==> src/rtl/ssls_pkg.sv <==
// ============================================================================
// ssls_pkg: shared definitions for the seven-segment scan controller
// Operation codes, register indexes and the command and status bundles
// that join the controller to the datapath.
// ============================================================================
`default_nettype none

package ssls_pkg;

    // Operation codes carried in the operation field of an item.
    localparam logic [2:0] OP_CHAR    = 3'd0;
    localparam logic [2:0] OP_IND     = 3'd1;
    localparam logic [2:0] OP_DOT     = 3'd2;
    localparam logic [2:0] OP_CLEAR   = 3'd3;
    localparam logic [2:0] OP_REFRESH = 3'd4;
    localparam logic [2:0] OP_TICK    = 3'd5;

    // Configuration register indexes.
    localparam int          CFG_IW    = 2;
    localparam int          CFG_DW    = 2;
    localparam logic [1:0]  CFG_SLEEP = 2'd0;
    localparam logic [1:0]  CFG_EDIT  = 2'd1;
    localparam logic [1:0]  CFG_SHOW  = 2'd2;

    // Image layout: eight bytes per page, byte six holds the indicators.
    localparam int         IMG_BYTES = 8;
    localparam logic [2:0] IND_BYTE  = 3'd6;
    localparam logic [2:0] LAST_SEG  = 3'd6;

    typedef struct packed {
        logic       char_wr;
        logic       clear_all;
        logic       tick;
        logic       rd_en;
        logic       rd_show;
        logic [2:0] addr;
        logic       ind_wr;
        logic       dot_wr;
        logic       col_ld;
        logic       sleep_ld;
    } t_cmd;

    typedef struct packed {
        logic sleep;
        logic out_stall;
    } t_status;

endpackage

`default_nettype wire

==> src/rtl/ssls_ifs.sv <==
// ============================================================================
// ssls channel interfaces
// Valid/ready channels for input items, result items and register writes.
// ============================================================================
`default_nettype none

interface ssls_item_if;
    logic       valid;
    logic       ready;
    logic [2:0] operation;
    logic [2:0] position;
    logic [7:0] char_code;
    logic [5:0] indicator_number;
    logic       switch_on;
    logic       thousands_mark;

    modport source (
        output valid, operation, position, char_code, indicator_number,
               switch_on, thousands_mark,
        input  ready
    );
    modport sink (
        input  valid, operation, position, char_code, indicator_number,
               switch_on, thousands_mark,
        output ready
    );
endinterface

interface ssls_result_if;
    logic       valid;
    logic       ready;
    logic [7:0] digit_select;
    logic [6:0] segment_data;

    modport source (output valid, digit_select, segment_data, input ready);
    modport sink   (input valid, digit_select, segment_data, output ready);
endinterface

interface ssls_cfg_if;
    logic                         valid;
    logic                         ready;
    logic [ssls_pkg::CFG_IW-1:0]  index;
    logic [ssls_pkg::CFG_DW-1:0]  data;

    modport source (output valid, index, data, input ready);
    modport sink   (input valid, index, data, output ready);
endinterface

`default_nettype wire

==> src/rtl/ssls_ctrl.sv <==
// ============================================================================
// ssls_ctrl: operation sequencer
// Accepts items and steps the datapath through the image memory sweeps.
// ============================================================================
`default_nettype none

module ssls_ctrl #(
    parameter int DIGITS = 6
) (
    input  wire logic              i_clk,
    input  wire logic              i_rst_n,
    input  wire logic              i_valid,
    input  wire logic [2:0]        i_op,
    input  wire logic [2:0]        i_pos,
    input  wire ssls_pkg::t_status i_status,
    output logic                   o_ready,
    output ssls_pkg::t_cmd         o_cmd
);

    typedef enum logic [3:0] {
        S_IDLE,
        S_IND_RD,
        S_IND_WR,
        S_DOT_RD,
        S_DOT_WR,
        S_RF_RD,
        S_RF_COL,
        S_SL_RD,
        S_SL_WR
    } t_state;

    localparam logic [3:0] DIG_W    = 4'(DIGITS);
    localparam logic [2:0] DOT_LAST = 3'(DIGITS - 1);

    t_state     r_state;
    logic [2:0] r_idx;
    logic       accept;
    logic       pos_ok;

    assign pos_ok  = ({1'b0, i_pos} < DIG_W);
    assign o_ready = (r_state == S_IDLE) &&
                     !((i_op == ssls_pkg::OP_TICK) && i_status.out_stall);
    assign accept  = i_valid && o_ready;

    always_ff @(posedge i_clk) begin
        if (!i_rst_n) begin
            r_state <= S_IDLE;
            r_idx   <= 3'd0;
        end else begin
            case (r_state)
                S_IDLE: begin
                    r_idx <= 3'd0;
                    if (accept) begin
                        case (i_op)
                            ssls_pkg::OP_IND: r_state <= S_IND_RD;
                            ssls_pkg::OP_DOT: begin
                                if (!i_status.sleep && pos_ok) begin
                                    r_state <= S_DOT_RD;
                                end
                            end
                            ssls_pkg::OP_REFRESH: begin
                                r_state <= i_status.sleep ? S_SL_RD : S_RF_RD;
                            end
                            default: r_state <= S_IDLE;
                        endcase
                    end
                end
                S_IND_RD: r_state <= S_IND_WR;
                S_IND_WR: r_state <= S_IDLE;
                S_DOT_RD: r_state <= S_DOT_WR;
                S_DOT_WR: begin
                    if (r_idx == DOT_LAST) begin
                        r_state <= S_IDLE;
                    end else begin
                        r_idx   <= r_idx + 3'd1;
                        r_state <= S_DOT_RD;
                    end
                end
                S_RF_RD: r_state <= S_RF_COL;
                S_RF_COL: begin
                    if (r_idx == ssls_pkg::LAST_SEG) begin
                        r_state <= S_IDLE;
                    end else begin
                        r_idx   <= r_idx + 3'd1;
                        r_state <= S_RF_RD;
                    end
                end
                S_SL_RD: r_state <= S_SL_WR;
                S_SL_WR: r_state <= S_IDLE;
                default: r_state <= S_IDLE;
            endcase
        end
    end

    always_comb begin
        o_cmd           = '0;
        o_cmd.char_wr   = accept && (i_op == ssls_pkg::OP_CHAR) && pos_ok;
        o_cmd.clear_all = accept && (i_op == ssls_pkg::OP_CLEAR);
        o_cmd.tick      = accept && (i_op == ssls_pkg::OP_TICK);
        o_cmd.rd_en     = (r_state == S_IND_RD) || (r_state == S_DOT_RD) ||
                          (r_state == S_RF_RD)  || (r_state == S_SL_RD);
        o_cmd.rd_show   = (r_state == S_RF_RD) || (r_state == S_SL_RD);
        o_cmd.ind_wr    = (r_state == S_IND_WR);
        o_cmd.dot_wr    = (r_state == S_DOT_WR);
        o_cmd.col_ld    = (r_state == S_RF_COL);
        o_cmd.sleep_ld  = (r_state == S_SL_WR);
        if ((r_state == S_IND_RD) || (r_state == S_IND_WR) || (r_state == S_SL_RD)) begin
            o_cmd.addr = ssls_pkg::IND_BYTE;
        end else begin
            o_cmd.addr = r_idx;
        end
    end

endmodule

`default_nettype wire

==> src/rtl/ssls_dp.sv <==
// ============================================================================
// ssls_dp: image memory, scan store and result register
// Holds the configuration registers, the paged image memory with its
// valid bits, the scan store and the output register.
// ============================================================================
`default_nettype none

module ssls_dp #(
    parameter int PAGES  = 4,
    parameter int DIGITS = 6
) (
    input  wire logic                        i_clk,
    input  wire logic                        i_rst_n,
    input  wire ssls_pkg::t_cmd              i_cmd,
    input  wire logic                        i_accept,
    input  wire logic [2:0]                  i_pos,
    input  wire logic [7:0]                  i_code,
    input  wire logic [5:0]                  i_num,
    input  wire logic                        i_on,
    input  wire logic                        i_thou,
    input  wire logic                        i_cfg_wr,
    input  wire logic [ssls_pkg::CFG_IW-1:0] i_cfg_index,
    input  wire logic [ssls_pkg::CFG_DW-1:0] i_cfg_data,
    input  wire logic                        i_out_ready,
    output ssls_pkg::t_status                o_status,
    output logic                             o_out_valid,
    output logic [7:0]                       o_digit_select,
    output logic [6:0]                       o_segment_data
);

    localparam int         DEPTH   = PAGES * ssls_pkg::IMG_BYTES;
    localparam int         AW      = $clog2(DEPTH);
    localparam logic [3:0] PAGES_W = 4'(PAGES);
    localparam logic [3:0] DIG_W   = 4'(DIGITS);

    localparam logic [7:0] FONT_ROM [64] = '{
        8'h00, 8'h00, 8'h00, 8'h00, 8'h00, 8'h00, 8'h00, 8'h00,
        8'h00, 8'h00, 8'h00, 8'h00, 8'h00, 8'h40, 8'h00, 8'h00,
        8'h3f, 8'h06, 8'h5b, 8'h4f, 8'h66, 8'h6d, 8'h7d, 8'h27,
        8'h7f, 8'h6f, 8'h00, 8'h00, 8'h00, 8'h00, 8'h00, 8'h00,
        8'h00, 8'h77, 8'h7c, 8'h39, 8'h5e, 8'h79, 8'h71, 8'h6f,
        8'h76, 8'h04, 8'h1e, 8'h70, 8'h38, 8'h55, 8'h54, 8'h5c,
        8'h73, 8'h67, 8'h50, 8'h6d, 8'h78, 8'h3e, 8'h1c, 8'h1d,
        8'h49, 8'h6e, 8'h5b, 8'h00, 8'h00, 8'h00, 8'h00, 8'h08
    };

    // Lower case folds to upper case, anything outside space..underscore
    // shows as a space.
    function automatic logic [7:0] char_font(input logic [7:0] code);
        logic [7:0] c;
        logic [7:0] idx;
        c = code;
        if ((c >= 8'h61) && (c <= 8'h7a)) begin
            c = c - 8'h20;
        end
        if ((c < 8'h20) || (c > 8'h5f)) begin
            c = 8'h20;
        end
        idx = c - 8'h20;
        return FONT_ROM[idx[5:0]];
    endfunction

    // Indicator bit within image byte six. Numbers above 34, like every
    // number not listed, map to no bit.
    function automatic logic [7:0] ind_mask(input logic [5:0] num);
        logic [7:0] m;
        case (num)
            6'd4:    m = 8'h01;
            6'd5:    m = 8'h02;
            6'd6:    m = 8'h04;
            6'd7:    m = 8'h08;
            6'd12:   m = 8'h80;
            6'd14:   m = 8'h20;
            6'd15:   m = 8'h40;
            6'd29:   m = 8'h10;
            default: m = 8'h00;
        endcase
        return m;
    endfunction

    function automatic logic [AW-1:0] mem_addr(input logic [1:0] page,
                                               input logic [2:0] byte_no);
        logic [7:0] ext;
        ext = {3'b000, page, byte_no};
        return ext[AW-1:0];
    endfunction

    logic             r_sleep;
    logic [1:0]       r_edit;
    logic [1:0]       r_show;
    logic [2:0]       r_pos;
    logic [5:0]       r_num;
    logic             r_on;
    logic             r_thou;
    logic [7:0]       r_mem [DEPTH];
    logic [DEPTH-1:0] r_vld;
    logic [7:0]       r_rd_data;
    logic             r_rd_vld;
    logic [6:0]       r_scan [8];
    logic [2:0]       r_cnt;
    logic             r_out_valid;
    logic [7:0]       r_sel;
    logic [6:0]       r_seg;

    logic            edit_ok;
    logic            show_ok;
    logic            rd_ok;
    logic [1:0]      rd_page;
    logic [AW-1:0]   rd_addr;
    logic [AW-1:0]   wr_addr;
    logic [2:0]      wr_byte;
    logic [7:0]      wr_data;
    logic            wr_en;
    logic [7:0]      rd_byte;
    logic [7:0]      mask;
    logic            dot_on;
    logic [3:0]      b4;
    logic [3:0]      p4;

    assign edit_ok = ({2'b00, r_edit} < PAGES_W);
    assign show_ok = ({2'b00, r_show} < PAGES_W);
    assign rd_page = i_cmd.rd_show ? r_show : r_edit;
    assign rd_ok   = i_cmd.rd_show ? show_ok : edit_ok;
    assign rd_addr = mem_addr(rd_page, i_cmd.addr);
    assign rd_byte = r_rd_vld ? r_rd_data : 8'h00;
    assign mask    = ind_mask(r_num);

    // Dot of byte b is lit for the decimal point at DIGITS-1-pos and for the
    // thousands mark three places higher, at DIGITS-4-pos.
    assign b4     = {1'b0, i_cmd.addr};
    assign p4     = {1'b0, r_pos};
    assign dot_on = ((r_pos != 3'd0) && ((b4 + p4 + 4'd1) == DIG_W)) ||
                    (r_thou && ((p4 + 4'd3) < DIG_W) && ((b4 + p4 + 4'd4) == DIG_W));

    always_comb begin
        wr_byte = i_cmd.addr;
        wr_data = rd_byte;
        if (i_cmd.char_wr) begin
            wr_byte = i_pos;
            wr_data = char_font(i_code);
        end else if (i_cmd.ind_wr) begin
            wr_data = r_on ? (rd_byte | mask) : (rd_byte & ~mask);
        end else begin
            wr_data = {dot_on, rd_byte[6:0]};
        end
    end

    assign wr_en   = (i_cmd.char_wr || i_cmd.ind_wr || i_cmd.dot_wr) && edit_ok;
    assign wr_addr = mem_addr(r_edit, wr_byte);

    always_ff @(posedge i_clk) begin
        if (!i_rst_n) begin
            r_sleep <= 1'b0;
            r_edit  <= 2'd0;
            r_show  <= 2'd0;
        end else if (i_cfg_wr) begin
            case (i_cfg_index)
                ssls_pkg::CFG_SLEEP: r_sleep <= i_cfg_data[0];
                ssls_pkg::CFG_EDIT:  r_edit  <= i_cfg_data[1:0];
                ssls_pkg::CFG_SHOW:  r_show  <= i_cfg_data[1:0];
                default: ;
            endcase
        end
    end

    always_ff @(posedge i_clk) begin
        if (i_accept) begin
            r_pos  <= i_pos;
            r_num  <= i_num;
            r_on   <= i_on;
            r_thou <= i_thou;
        end
    end

    always_ff @(posedge i_clk) begin
        if (wr_en) begin
            r_mem[wr_addr] <= wr_data;
        end
        if (i_cmd.rd_en) begin
            r_rd_data <= r_mem[rd_addr];
        end
    end

    always_ff @(posedge i_clk) begin
        if (!i_rst_n) begin
            r_vld    <= '0;
            r_rd_vld <= 1'b0;
        end else begin
            if (i_cmd.clear_all) begin
                r_vld <= '0;
            end else if (wr_en) begin
                r_vld[wr_addr] <= 1'b1;
            end
            if (i_cmd.rd_en) begin
                r_rd_vld <= rd_ok && r_vld[rd_addr];
            end
        end
    end

    always_ff @(posedge i_clk) begin
        if (!i_rst_n) begin
            for (int l = 0; l < 8; l++) begin
                r_scan[l] <= 7'h00;
            end
        end else if (i_cmd.col_ld) begin
            for (int l = 0; l < 8; l++) begin
                r_scan[l][i_cmd.addr] <= rd_byte[l];
            end
        end else if (i_cmd.sleep_ld) begin
            for (int l = 0; l < 8; l++) begin
                if ((l == 4) && rd_byte[4]) begin
                    r_scan[l] <= 7'h60;
                end else begin
                    r_scan[l] <= (l < 6) ? 7'h20 : 7'h00;
                end
            end
        end
    end

    always_ff @(posedge i_clk) begin
        if (!i_rst_n) begin
            r_cnt       <= 3'd0;
            r_out_valid <= 1'b0;
        end else begin
            if (i_cmd.tick) begin
                r_out_valid <= 1'b1;
                r_cnt       <= r_cnt + 3'd1;
            end else if (i_out_ready) begin
                r_out_valid <= 1'b0;
            end
        end
    end

    always_ff @(posedge i_clk) begin
        if (i_cmd.tick) begin
            r_sel <= 8'b0000_0001 << r_cnt;
            r_seg <= r_scan[r_cnt];
        end
    end

    assign o_status.sleep     = r_sleep;
    assign o_status.out_stall = r_out_valid && !i_out_ready;
    assign o_out_valid        = r_out_valid;
    assign o_digit_select     = r_sel;
    assign o_segment_data     = r_seg;

endmodule

`default_nettype wire

==> src/rtl/seven_segment_led_scan_controller.sv <==
// ============================================================================
// seven_segment_led_scan_controller: paged seven-segment display scanner
// Keeps paged segment images, transposes the shown page into a scan store
// and drives one one-hot scan line with its segments per tick item.
// ============================================================================
//
// Channel   Direction  Payload
// i_item    in         operation, position, char_code, indicator_number,
//                      switch_on, thousands_mark
// o_result  out        digit_select, segment_data (tick items only)
// i_cfg     in         index, data (0 sleep_mode, 1 edit_page, 2 show_page)
//
// Character, clear and tick items finish when they are accepted; register
// writes are always taken. An indicator item reads and rewrites byte six,
// a decimal point item (unless it is ignored) reads and rewrites each of
// the DIGITS bytes, and a refresh reads bytes 0..6 (only byte six while
// sleeping). These steps come from the single read port of the image
// memory: each byte is read in one state and used or rewritten in the next.
// Reset is synchronous and active low; it clears the registers, the
// image valid bits, the scan store and the scan counter at once.
// A tick item waits while the previous result is still held by o_result;
// all other items pass a waiting result.
//
// The image is a memory with one valid bit per byte. Clearing all pages
// drops the valid bits, and a byte whose valid bit is low reads as zero.
// A character item writes its byte in the cycle it is accepted; indicator
// and decimal point items update the image as a read-modify-write through
// the datapath, sequenced by the controller.
// ============================================================================
`default_nettype none

module seven_segment_led_scan_controller #(
    parameter int PAGES  = 4,
    parameter int DIGITS = 6
) (
    input  wire logic     i_clk,
    input  wire logic     i_rst_n,
    ssls_item_if.sink     i_item,
    ssls_result_if.source o_result,
    ssls_cfg_if.sink      i_cfg
);

    ssls_pkg::t_cmd    cmd;
    ssls_pkg::t_status status;
    logic              item_ready;

    assign i_item.ready = item_ready;
    assign i_cfg.ready  = 1'b1;

    ssls_ctrl #(
        .DIGITS (DIGITS)
    ) u_ctrl (
        .i_clk    (i_clk),
        .i_rst_n  (i_rst_n),
        .i_valid  (i_item.valid),
        .i_op     (i_item.operation),
        .i_pos    (i_item.position),
        .i_status (status),
        .o_ready  (item_ready),
        .o_cmd    (cmd)
    );

    ssls_dp #(
        .PAGES  (PAGES),
        .DIGITS (DIGITS)
    ) u_dp (
        .i_clk          (i_clk),
        .i_rst_n        (i_rst_n),
        .i_cmd          (cmd),
        .i_accept       (i_item.valid && item_ready),
        .i_pos          (i_item.position),
        .i_code         (i_item.char_code),
        .i_num          (i_item.indicator_number),
        .i_on           (i_item.switch_on),
        .i_thou         (i_item.thousands_mark),
        .i_cfg_wr       (i_cfg.valid),
        .i_cfg_index    (i_cfg.index),
        .i_cfg_data     (i_cfg.data),
        .i_out_ready    (o_result.ready),
        .o_status       (status),
        .o_out_valid    (o_result.valid),
        .o_digit_select (o_result.digit_select),
        .o_segment_data (o_result.segment_data)
    );

endmodule

`default_nettype wire

==> src/flat_wrapper.sv <==
// flat-port wrapper written by rule: the top's interface ports become plain ports
module seven_segment_led_scan_controller_flat 
#(
    parameter int PAGES  = 4,
    parameter int DIGITS = 6
)
  (i_clk, i_rst_n, i_item_valid, i_item_operation, i_item_position, i_item_char_code, i_item_indicator_number, i_item_switch_on, i_item_thousands_mark, i_item_ready, o_result_valid, o_result_digit_select, o_result_segment_data, o_result_ready, i_cfg_valid, i_cfg_index, i_cfg_data, i_cfg_ready);
  ssls_item_if i_item_i ();
  ssls_result_if o_result_i ();
  ssls_cfg_if i_cfg_i ();
  input  wire logic i_clk;
  input  wire logic i_rst_n;
  input wire logic [$bits(i_item_i.valid)-1:0] i_item_valid;
  input wire logic [$bits(i_item_i.operation)-1:0] i_item_operation;
  input wire logic [$bits(i_item_i.position)-1:0] i_item_position;
  input wire logic [$bits(i_item_i.char_code)-1:0] i_item_char_code;
  input wire logic [$bits(i_item_i.indicator_number)-1:0] i_item_indicator_number;
  input wire logic [$bits(i_item_i.switch_on)-1:0] i_item_switch_on;
  input wire logic [$bits(i_item_i.thousands_mark)-1:0] i_item_thousands_mark;
  output wire logic [$bits(i_item_i.ready)-1:0] i_item_ready;
  output wire logic [$bits(o_result_i.valid)-1:0] o_result_valid;
  output wire logic [$bits(o_result_i.digit_select)-1:0] o_result_digit_select;
  output wire logic [$bits(o_result_i.segment_data)-1:0] o_result_segment_data;
  input wire logic [$bits(o_result_i.ready)-1:0] o_result_ready;
  input wire logic [$bits(i_cfg_i.valid)-1:0] i_cfg_valid;
  input wire logic [$bits(i_cfg_i.index)-1:0] i_cfg_index;
  input wire logic [$bits(i_cfg_i.data)-1:0] i_cfg_data;
  output wire logic [$bits(i_cfg_i.ready)-1:0] i_cfg_ready;
  assign i_item_i.valid = i_item_valid;
  assign i_item_i.operation = i_item_operation;
  assign i_item_i.position = i_item_position;
  assign i_item_i.char_code = i_item_char_code;
  assign i_item_i.indicator_number = i_item_indicator_number;
  assign i_item_i.switch_on = i_item_switch_on;
  assign i_item_i.thousands_mark = i_item_thousands_mark;
  assign i_item_ready = i_item_i.ready;
  assign o_result_valid = o_result_i.valid;
  assign o_result_digit_select = o_result_i.digit_select;
  assign o_result_segment_data = o_result_i.segment_data;
  assign o_result_i.ready = o_result_ready;
  assign i_cfg_i.valid = i_cfg_valid;
  assign i_cfg_i.index = i_cfg_index;
  assign i_cfg_i.data = i_cfg_data;
  assign i_cfg_ready = i_cfg_i.ready;
  seven_segment_led_scan_controller #(.PAGES(PAGES), .DIGITS(DIGITS)) u_core (.i_clk(i_clk), .i_rst_n(i_rst_n), .i_item(i_item_i), .o_result(o_result_i), .i_cfg(i_cfg_i));
endmodule
==> config.mk <==
export PLATFORM = sky130hd
export DESIGN_NAME = seven_segment_led_scan_controller_flat
export DESIGN_NICKNAME = d
export VERILOG_FILES = /design/src/rtl/ssls_pkg.sv /design/src/rtl/ssls_ifs.sv /design/src/rtl/ssls_ctrl.sv /design/src/rtl/ssls_dp.sv /design/src/rtl/seven_segment_led_scan_controller.sv /design/src/flat_wrapper.sv
export SDC_FILE = /design/constraint.sdc
export NUM_CORES = 1
export LEC_CHECK = 0
export BUFFER_PORTS_ARGS = -buffer_cell sky130_fd_sc_hd__buf_2
export CAP_MARGIN = 20
export CORE_ASPECT_RATIO = 2
export CORE_UTILIZATION = 45
export CTS_CLUSTER_DIAMETER = 120
export DETAILED_ROUTE_END_ITERATION = 16
export GPL_TIMING_DRIVEN = 1
export MAX_ROUTING_LAYER = met4
export SLEW_MARGIN = 25
export SYNTH_ARGS = -nofsm -noshare
export SYNTH_HDL_FRONTEND = slang
export SYNTH_SLANG_ARGS = --single-unit
==> constraint.sdc <==
create_clock -name i_clk -period 5.39 [get_ports i_clk]
set_clock_uncertainty 0.2 [all_clocks]
set_input_delay 0.2695 -clock i_clk [delete_from_list [all_inputs] [get_ports i_clk]]
set_output_delay 0.2695 -clock i_clk [all_outputs]
set_load 0.03 [all_outputs]
==> flow_metrics.env, run 1 <==
export IMPL_status="complete, no violations"
export IMPL_cp_arrival_ns=4.52
export IMPL_multiInputGateArea_mm2=0.00611
export IMPL_cts_tree="yes"
export IMPL_globalRouteTotalUtil_pct=28.1
export IMPL_synthTopCellsByArea="edfxtp_1 (54%), dfxtp_1 (9.4%), nor2_1 (3.2%)"
export IMPL_viasPerCell=6.13
export IMPL_clock_latency_ns=0.56
export IMPL_synth_area_per_cell_um2=12.6
export IMPL_power_density_mw_per_mm2=326
export IMPL_hold_class="in2reg"
export IMPL_leakage_nw=6.77
export IMPL_place_inst=1947
export IMPL_cp_required_ns=5.57
export IMPL_syn_nets=1473
export IMPL_start_util_pct=45.9
export IMPL_worst_setup_path_type="in2reg"
export IMPL_seq_area_frac_synth_pct=63.0
export IMPL_p_int_mw=5.06
export IMPL_cts_num_sinks=403
export IMPL_antenna_left=0
export IMPL_setup_tns_ns=0
export IMPL_final_layout_size_suffix_gt1_share_pct=16.5
export IMPL_yosys_area_top_type_share_pct=53.6
export IMPL_cts_resized=0
export IMPL_place_ws_ns=0.598
export IMPL_path_max_fanout=28
export IMPL_fillers=3343
export IMPL_drtPass1Iterations=8
export IMPL_min_period_ns=4.33
export IMPL_final_cells=2035
export IMPL_seqPwrFrac_pct=51.5
export IMPL_dieHeight_um=284
export IMPL_diodes=0
export IMPL_finalPower_mw=6.62
export IMPL_synth_most_common_cell="edfxtp_1"
export IMPL_hold_viol=0
export IMPL_critPathLaunchType="input pin"
export IMPL_hold_slack_ns=0.0451
export IMPL_clk_path_buf_depth=3
export IMPL_swShare_pct=23.5
export IMPL_wl_um=54100
export IMPL_grt_max_degree=53
export IMPL_relSlewSlack_pct=21.9
export IMPL_fmax_mhz=231
export IMPL_slew_viol_final=0
export IMPL_yosys_area_top_type="edfxtp_1"
export IMPL_yosysUniqueCellTypes=88
export IMPL_worst_pin_slew_ns=1.16
export IMPL_syn_area_mm2=0.0179
export IMPL_regArea_mm2=0.0113
export IMPL_syn_to_final_growth_pct=13.6
export IMPL_synth_edff_count=319
export IMPL_cts_htree_levels=2
export IMPL_netlist_instances=1420
export IMPL_async_flop_share_pct=0
export IMPL_die_x_um=143
export IMPL_setup_slack_ns=1.06
export IMPL_coreArea_mm2=0.0389
export IMPL_rows=102
export IMPL_path_clk_slew_ns=0.07
export IMPL_synth_commonest_cells="edfxtp_1 (319), nor2_1 (154), nand2_1 (101)"
export IMPL_io_buffers=47
export IMPL_avgRoutedWirePerCell_um=26.6
export IMPL_critPathCaptureType="flop"
export IMPL_dp_hpwl_um=37100
export IMPL_setup_viol=0
export IMPL_grt_pass1_vias=12551
export IMPL_antenna_found_initial=0
export IMPL_ys_warn_count=0
export IMPL_drc=0
export IMPL_pwr_share_clk_pct=40.9
export IMPL_power_share_combinational_pct=7.7
export IMPL_drt_iter0_markers=987
export IMPL_switching_power_mw=1.55
export IMPL_routabilityCongestion=0.899
export IMPL_ys_seq_elements=403
export IMPL_root_buffer="clkbuf_16"
export IMPL_fin_crit_sh_pct=80.4
export IMPL_die_area_mm2=0.0405
export IMPL_vias=12481
export IMPL_post_cts_buffers=0
export IMPL_ys_flop_type="edfxtp_1"
export IMPL_peakVddDrop_uv=169
export IMPL_grt_first_pass_wirelength_um=78900
export IMPL_io_pins=49
export IMPL_drv_cap=0
export IMPL_nets=1540
export IMPL_cts_buffers=36
export IMPL_rsz0062_at_grt="false"
export IMPL_grt_overflow=0
==> timing repair <==
item	4_1_cts	5_1_grt
endpoints found under the hold margin	28	0
hold buffers	22	0
setup endpoints to repair	0	0
==> cells by family (layout without fill, tap and decap cells) <==
logic type | after synthesis | after routing | share of synthesized area [%]
AND/OR/NAND/NOR | 405 | 405 | 10.8
flip-flops | 403 | 403 | 63.0
AO/OA/AOI/OAI | 388 | 388 | 16.0
buffers and inverters | 129 | 224 | 3.23
multiplexers | 61 | 61 | 4.72
adder cells (fa/ha/maj) | 22 | 22 | 1.58
XOR/XNOR | 11 | 11 | 0.644
other | 1 | 1 | 0.0210
==> final cells by class <==
cell class	count	share of cell area, %
repair buffers	129	4.59
flip-flops and latches	403	55.5
multi-input cells	888	30.1
inverters	29	0.536
clock inverters	23	1.25
well taps	520	3.21
clock buffers	43	4.82
==> worst max-delay path, cell delays in order <==
cell      delay [ns]
buf_2           0.40
or4_1           0.19
o22ai_1         0.09
o311ai_1        0.61
and2_1          0.52
nand2_1         0.24
ha_1            0.43
nand2b_1        0.20
a21boi_0        0.17
o21ai_0         0.18
a31oi_2         0.87
buf_4           0.33
==> through the flow <==
stage	area, um^2	util, %
final	20300	52.1
after global routing	20300	52.1
after CTS	20300	52.1
after detailed placement	18800	48.4
after global placement	18800	48.4
after floorplan	17900	-
==> layer usage <==
metal / share of wire (%) / vias up / global-route usage [%]
met5: 0 / - / -
met1: 33 / 6214 / 26.6
met2: 55 / 480 / 51.2
met4: 7.9 / 0 / 20.6
met3: 4.9 / 181 / 3.27
li1: - / 5606 / -
==> final timing paths <==
path / from / to / depth (start not counted) / slack, ns
min reg2reg: u_core.u_dp.r_vld[25] / u_core.u_dp.r_vld[25] / 1 / 0.26
max: i_item_char_code[3] / u_core.u_dp.r_mem[25][2] / 12 / 1.06
min: i_item_operation[0] / u_core.u_ctrl.r_state[1] / 3 / 0.05
max reg2reg: u_core.u_ctrl.r_state[2] / u_core.u_dp.r_rd_data[4] / 8 / 1.10
==> state kept, by name, summed over array words and instances, names as in the netlist, 3 cells and up, named ones only <==
| register | count |
|---|---|
| u_core.u_dp.r_pos | 3 |
| u_core.u_dp.r_rd_data | 8 |
| u_core.u_ctrl.r_idx | 3 |
| u_core.u_dp.o_digit_select | 8 |
| u_core.u_ctrl.r_state | 4 |
| u_core.u_dp.r_vld | 32 |
| u_core.u_dp.r_num | 6 |
| u_core.u_dp.o_segment_data | 7 |
| u_core.u_dp.r_mem | 256 |
| u_core.u_dp.r_cnt | 3 |
| u_core.u_dp.r_scan | 56 |
==> power by group through the flow <==
stage | sequential (mW) | clock, mW | combinational, mW
floorplan | 3.47 | 0 | 0.310
global placement | 3.47 | 0 | 0.486
detailed placement | 3.47 | 0 | 0.491
CTS | 3.40 | 2.73 | 0.504
global route | 3.41 | 2.85 | 0.542
finish | 3.40 | 2.71 | 0.507
==> layout by cell type, fill, tap and decap left out, types with 7 or more instances in the layout <==
cell type and n:
a211oi_1 7, a21oi_1 53, a221o_1 22, a221oi_1 32, a222oi_1 22, a22oi_1 34
a31oi_1 25, and2_1 11, buf_2 47, buf_4 58, clkbuf_16 37, clkinv_2 8
dfxtp_1 82, dlygate4sd3_1 22, edfxtp_1 319, ha_1 21, inv_1 26, mux2_2 33
mux2i_1 12, mux4_2 15, nand2_1 101, nand2b_1 18, nand3_1 26, nand4_1 10
nor2_1 149, nor2b_1 36, nor3_1 8, o211ai_1 24, o21a_1 34, o21ai_0 60
o22ai_1 7
No activity file was read; power rests on OpenSTA's default activity.
==> inputs of run 2 (changes only) <==
- clock period: 5.39 -> 3.59 ns (I/O delays scaled with it)
==> flow_metrics.env, run 2 (synthesized netlist as in run 1, its figures left out) <==
export IMPL_setup_slack_ns=0.164
export IMPL_slew_viol_final=0
export IMPL_coreArea_mm2=0.0389
export IMPL_grt_overflow=0
export IMPL_worst_setup_path_type="reg2reg"
export IMPL_place_area_mm2=0.0194
export IMPL_path_clk_slew_ns=0.07
export IMPL_path_max_fanout=23
export IMPL_power_density_mw_per_mm2=482
export IMPL_nets=1598
export IMPL_cts_tree="yes"
export IMPL_syn_to_final_growth_pct=17.1
export IMPL_rows=102
export IMPL_dieHeight_um=284
export IMPL_io_buffers=47
export IMPL_place_ws_ns=0.190
export IMPL_antenna_found_initial=0
export IMPL_final_area_mm2=0.0209
export IMPL_diodes=0
export IMPL_clock_latency_ns=0.54
export IMPL_dp_hpwl_um=37400
export IMPL_grt_pass1_vias=12593
export IMPL_viasPerCell=6.02
export IMPL_final_layout_size_suffix_gt1_share_pct=18.9
export IMPL_cpPeakStageDelay_ns=0.59
export IMPL_avgRoutedWirePerCell_um=25.7
export IMPL_critPathLaunchType="flop"
export IMPL_die_x_um=143
export IMPL_routabilityCongestion=0.880
export IMPL_min_period_ns=3.43
export IMPL_largest_reg_flops=256
export IMPL_globalRouteTotalUtil_pct=28.1
export IMPL_cts_htree_levels=2
export IMPL_critPathCaptureType="flop"
export IMPL_rsz0062_at_grt="false"
export IMPL_hold_viol=0
export IMPL_fmax_mhz=292
export IMPL_cp_cell_sequence="xnor2_4, a21oi_4, nor2_2, buf_12, a221o_1, a221oi_1, buf_4, nor4_1, or4_1"
export IMPL_wl_um=53700
export IMPL_drt_iter0_markers=1199
export IMPL_root_buffer="clkbuf_16"
export IMPL_layout_commonest_cell="edfxtp_1"
export IMPL_fin_crit_sh_pct=95.4
export IMPL_antenna_left=0
export IMPL_peakVddDrop_uv=338
export IMPL_hold_slack_ns=0.0720
export IMPL_cp_slowest_cell="dfxtp_1"
export IMPL_drtPass1Iterations=6
export IMPL_final_cell_mix="edfxtp_1 (319), nor2_1 (153), buf_4 (102)"
export IMPL_setup_viol=0
export IMPL_clk_path_buf_depth=3
export IMPL_vias=12596
export IMPL_top_register="u_core.u_dp.r_mem"
export IMPL_top_regs="u_core.u_dp.r_mem x256, u_core.u_dp.r_scan x56, u_core.u_dp.r_vld x32"
export IMPL_start_util_pct=45.9
export IMPL_drv_cap=0
export IMPL_status="complete, no violations"
export IMPL_relSlewSlack_pct=36.0
export IMPL_die_area_mm2=0.0405
export IMPL_worst_pin_slew_ns=0.960
export IMPL_grt_first_pass_wirelength_um=79400
export IMPL_cp_required_ns=3.66
export IMPL_leakage_nw=7.11
export IMPL_cts_buffers=37
export IMPL_io_pins=49
export IMPL_cts_num_sinks=403
export IMPL_grt_max_degree=80
export IMPL_hold_class="in2reg"
export IMPL_drc=0
export IMPL_cp_arrival_ns=3.49
run 2: repair_timing:
item,CTS,global route
resized for setup,0,0
setup buffers,0,0
hold buffers,24,0
endpoints found under the hold margin,32,0
run 2: through the flow:
step | power (mW) | TNS, ns | std cells | utilization (%)
after CTS | 10.1 | 0 | 2093 | 53.7
after detailed placement | 6.00 | 0 | 2002 | 49.8
after global placement | 5.99 | 0 | 2002 | 49.8
after floorplan | 5.67 | -10.97 | 1420 | -
after global routing | 10.3 | 0 | 2093 | 53.7
final | 10.1 | 0 | 2093 | 53.7
run 2: cell type report:
class	count	area (um^2)
Clock inverter	14	179
Tap cell	520	651
Sequential cell	403	11300
Clock buffer	53	1100
Multi-Input combinational cell	888	6120
Inverter	29	109
Fill cell	3286	18000
Timing Repair Buffer	186	1500
run 2: path summary, 6_finish.rpt:
check	from	end	slack, ns	depth (start not counted)
setup / recovery	u_core.u_ctrl.r_state[2]	u_core.u_dp.r_rd_data[4]	0.16	9
hold / removal	i_item_operation[1]	u_core.u_ctrl.r_state[0]	0.07	6
setup reg to reg	u_core.u_ctrl.r_state[2]	u_core.u_dp.r_rd_data[4]	0.16	9
hold reg to reg	u_core.u_dp.r_vld[9]	u_core.u_dp.r_vld[9]	0.26	1
run 2: per-layer routing:
layer  part of all wire, %  track usage, %  vias up
li1                      -               -     5714
met1                    32            27.3     6161
met2                    55            51.0      548
met3                   5.3            2.73      173
met4                   8.1            20.1        0
met5                     0               -        -
run 2: power by group:
group	total [mW]	internal (mW)	switching [mW]
registers	5.11	5.08	0.0283
clock network	4.15	2.42	1.73
logic	0.816	0.296	0.520
run 2: critical path, delay by kind of cell (launching register included):
kind,cells,cell delay (ns)
simple gates,3,0.74
xor+xnor,1,0.19
flops,1,0.59
compound gates,3,1.04
buf+inv,2,0.39
==> inputs of run 3 (changes only) <==
- PLACE_DENSITY: default -> 0.75
==> flow_metrics.env, run 3 (synthesized netlist as in run 1, its figures left out) <==
export IMPL_rows=102
export IMPL_nets=1583
export IMPL_fillers=3177
export IMPL_min_period_ns=3.46
export IMPL_place_inst=1988
export IMPL_setup_tns_ns=0
export IMPL_root_buffer="clkbuf_16"
export IMPL_vias=12753
export IMPL_slew_viol_final=0
export IMPL_finalPower_mw=9.53
export IMPL_place_area_mm2=0.0193
export IMPL_start_util_pct=45.9
export IMPL_antenna_found_initial=0
export IMPL_rsz0062_at_grt="false"
export IMPL_io_buffers=47
export IMPL_worst_pin_slew_ns=0.897
export IMPL_power_density_mw_per_mm2=462
export IMPL_cp_cell_sequence="nand3b_4, mux2i_4, buf_4, a221o_1, a221oi_1, o41a_1, nand3_1"
export IMPL_clock_latency_ns=0.54
export IMPL_hold_slack_ns=0.145
export IMPL_critPathLaunchType="flop"
export IMPL_cp_required_ns=3.64
export IMPL_reg2reg_slack_ns=0.13
export IMPL_cpPeakStageDelay_ns=0.65
export IMPL_coreArea_mm2=0.0389
export IMPL_worst_setup_path_type="reg2reg"
export IMPL_antenna_left=0
export IMPL_fin_crit_sh_pct=96.4
export IMPL_crit_reg2reg_launch="u_core.u_ctrl.r_state[0]"
export IMPL_grt_first_pass_wirelength_um=75800
export IMPL_final_cell_mix="edfxtp_1 (319), nor2_1 (153), nand2_1 (101)"
export IMPL_top_register="u_core.u_dp.r_mem"
export IMPL_r2r_worst_path_cells=7
export IMPL_relSlewSlack_pct=38.9
export IMPL_fmax_mhz=289
export IMPL_dp_hpwl_um=34400
export IMPL_final_layout_size_suffix_gt1_share_pct=17.9
export IMPL_crit_family="compound AO/OA/AOI/OAI gates"
export IMPL_drc=0
export IMPL_fin_util_pct=53.0
export IMPL_dieHeight_um=284
export IMPL_grt_max_degree=48
export IMPL_wl_um=50000
export IMPL_path_max_fanout=17
export IMPL_cp_arrival_ns=3.51
export IMPL_peakVddDrop_uv=297
export IMPL_leakage_nw=6.96
export IMPL_largest_reg_flops=256
export IMPL_layout_commonest_cell="edfxtp_1"
export IMPL_r2r_end="u_core.u_dp.r_rd_data[5]"
export IMPL_avgRoutedWirePerCell_um=24.1
export IMPL_globalRouteTotalUtil_pct=26.2
export IMPL_final_cells=2075
export IMPL_setup_viol=0
export IMPL_cts_num_sinks=403
export IMPL_drt_iter0_markers=1103
export IMPL_cts_buffers=34
export IMPL_path_clk_slew_ns=0.06
export IMPL_hold_depth=3
export IMPL_crit_buf_inv=1
export IMPL_cp_slowest_cell="dfxtp_1"
export IMPL_final_area_mm2=0.0206
export IMPL_grt_pass1_vias=13131
export IMPL_place_ws_ns=0.114
export IMPL_critPathCaptureType="flop"
export IMPL_grt_overflow=0
export IMPL_cts_htree_levels=2
export IMPL_hold_viol=0
export IMPL_drv_cap=0
export IMPL_hold_class="in2reg"
export IMPL_routabilityCongestion=0.946
export IMPL_die_x_um=143
export IMPL_clk_path_buf_depth=3
export IMPL_top_regs="u_core.u_dp.r_mem x256, u_core.u_dp.r_scan x56, u_core.u_dp.r_vld x32"
export IMPL_drtPass1Iterations=6
export IMPL_worstHoldEndpoint="u_core.u_dp.r_pos[0]"
export IMPL_setup_slack_ns=0.129
export IMPL_status="complete, no violations"
export IMPL_io_pins=49
export IMPL_cts_tree="yes"
export IMPL_syn_to_final_growth_pct=15.6
export IMPL_viasPerCell=6.15
export IMPL_min_delay_start="i_item_valid"
export IMPL_die_area_mm2=0.0405
==> run 3: cell count changes in the layout (fill, tap and decap cells not counted), moves of 2 or more <==
cell       delta
clkbuf_8      -4
bufinv_16     -3
inv_6         +2
buf_4        -13
clkinv_1      -2
clkbuf_1      +4
clkbuf_16     -4
==> run 3: layout make-up <==
cell class / count / area (um^2) / share of cell area [%]
well taps: 520 / 651 / 3.15
multi-input cells: 888 / 6120 / 29.7
clock inverters: 11 / 114 / 0.552
flip-flops and latches: 403 / 11300 / 54.6
repair buffers: 174 / 1420 / 6.88
inverters: 29 / 109 / 0.527
diodes: 1 / 2.50 / 0.0121
clock buffers: 49 / 958 / 4.64
==> run 3: repair_timing <==
item | CTS | global route
resized for setup | 0 | 3
endpoints found under the setup margin | 0 | 2
hold buffers | 25 | 0
setup buffers | 0 | 0
endpoints found under the hold margin | 39 | 0
==> run 3: metal layers <==
layer / up-vias / share of wire [%] / track usage [%]
met5: - / 0 / -
met4: 0 / 9.7 / 21.7
met3: 266 / 7.1 / 4.18
met2: 698 / 53 / 46.3
met1: 6105 / 30 / 24.3
li1: 5684 / - / -
==> run 3: worst max-delay path by stage <==
stage / end / slack (ns) / startpoint / cells after the start
floorplan: u_core.u_dp.r_mem[0][7] / -0.26 / u_core.u_ctrl.r_idx[1] / 14
global placement: u_core.u_dp.r_rd_data[5] / 0.11 / u_core.u_ctrl.r_state[2] / 7
detailed placement: u_core.u_dp.r_rd_data[5] / 0.11 / u_core.u_ctrl.r_state[2] / 7
CTS: u_core.u_dp.r_rd_data[5] / 0.12 / u_core.u_ctrl.r_state[2] / 7
global route: u_core.u_dp.r_rd_data[1] / 0.07 / u_core.u_ctrl.r_state[1] / 8
finish: u_core.u_dp.r_rd_data[5] / 0.13 / u_core.u_ctrl.r_state[0] / 7
==> run 3: worst register-to-register path, stage by stage, from the launching register on <==
cell,delay [ns]
dfxtp_1,0.65
nand3b_4,0.20
mux2i_4,0.39
buf_4,0.32
a221o_1,0.28
a221oi_1,0.47
o41a_1,0.45
nand3_1,0.21
==> run 3: power breakdown <==
group	switching, mW	total [mW]	internal [mW]
sequential	0.0314	5.11	5.08
combinational	0.510	0.803	0.293
clock	1.66	3.62	1.96
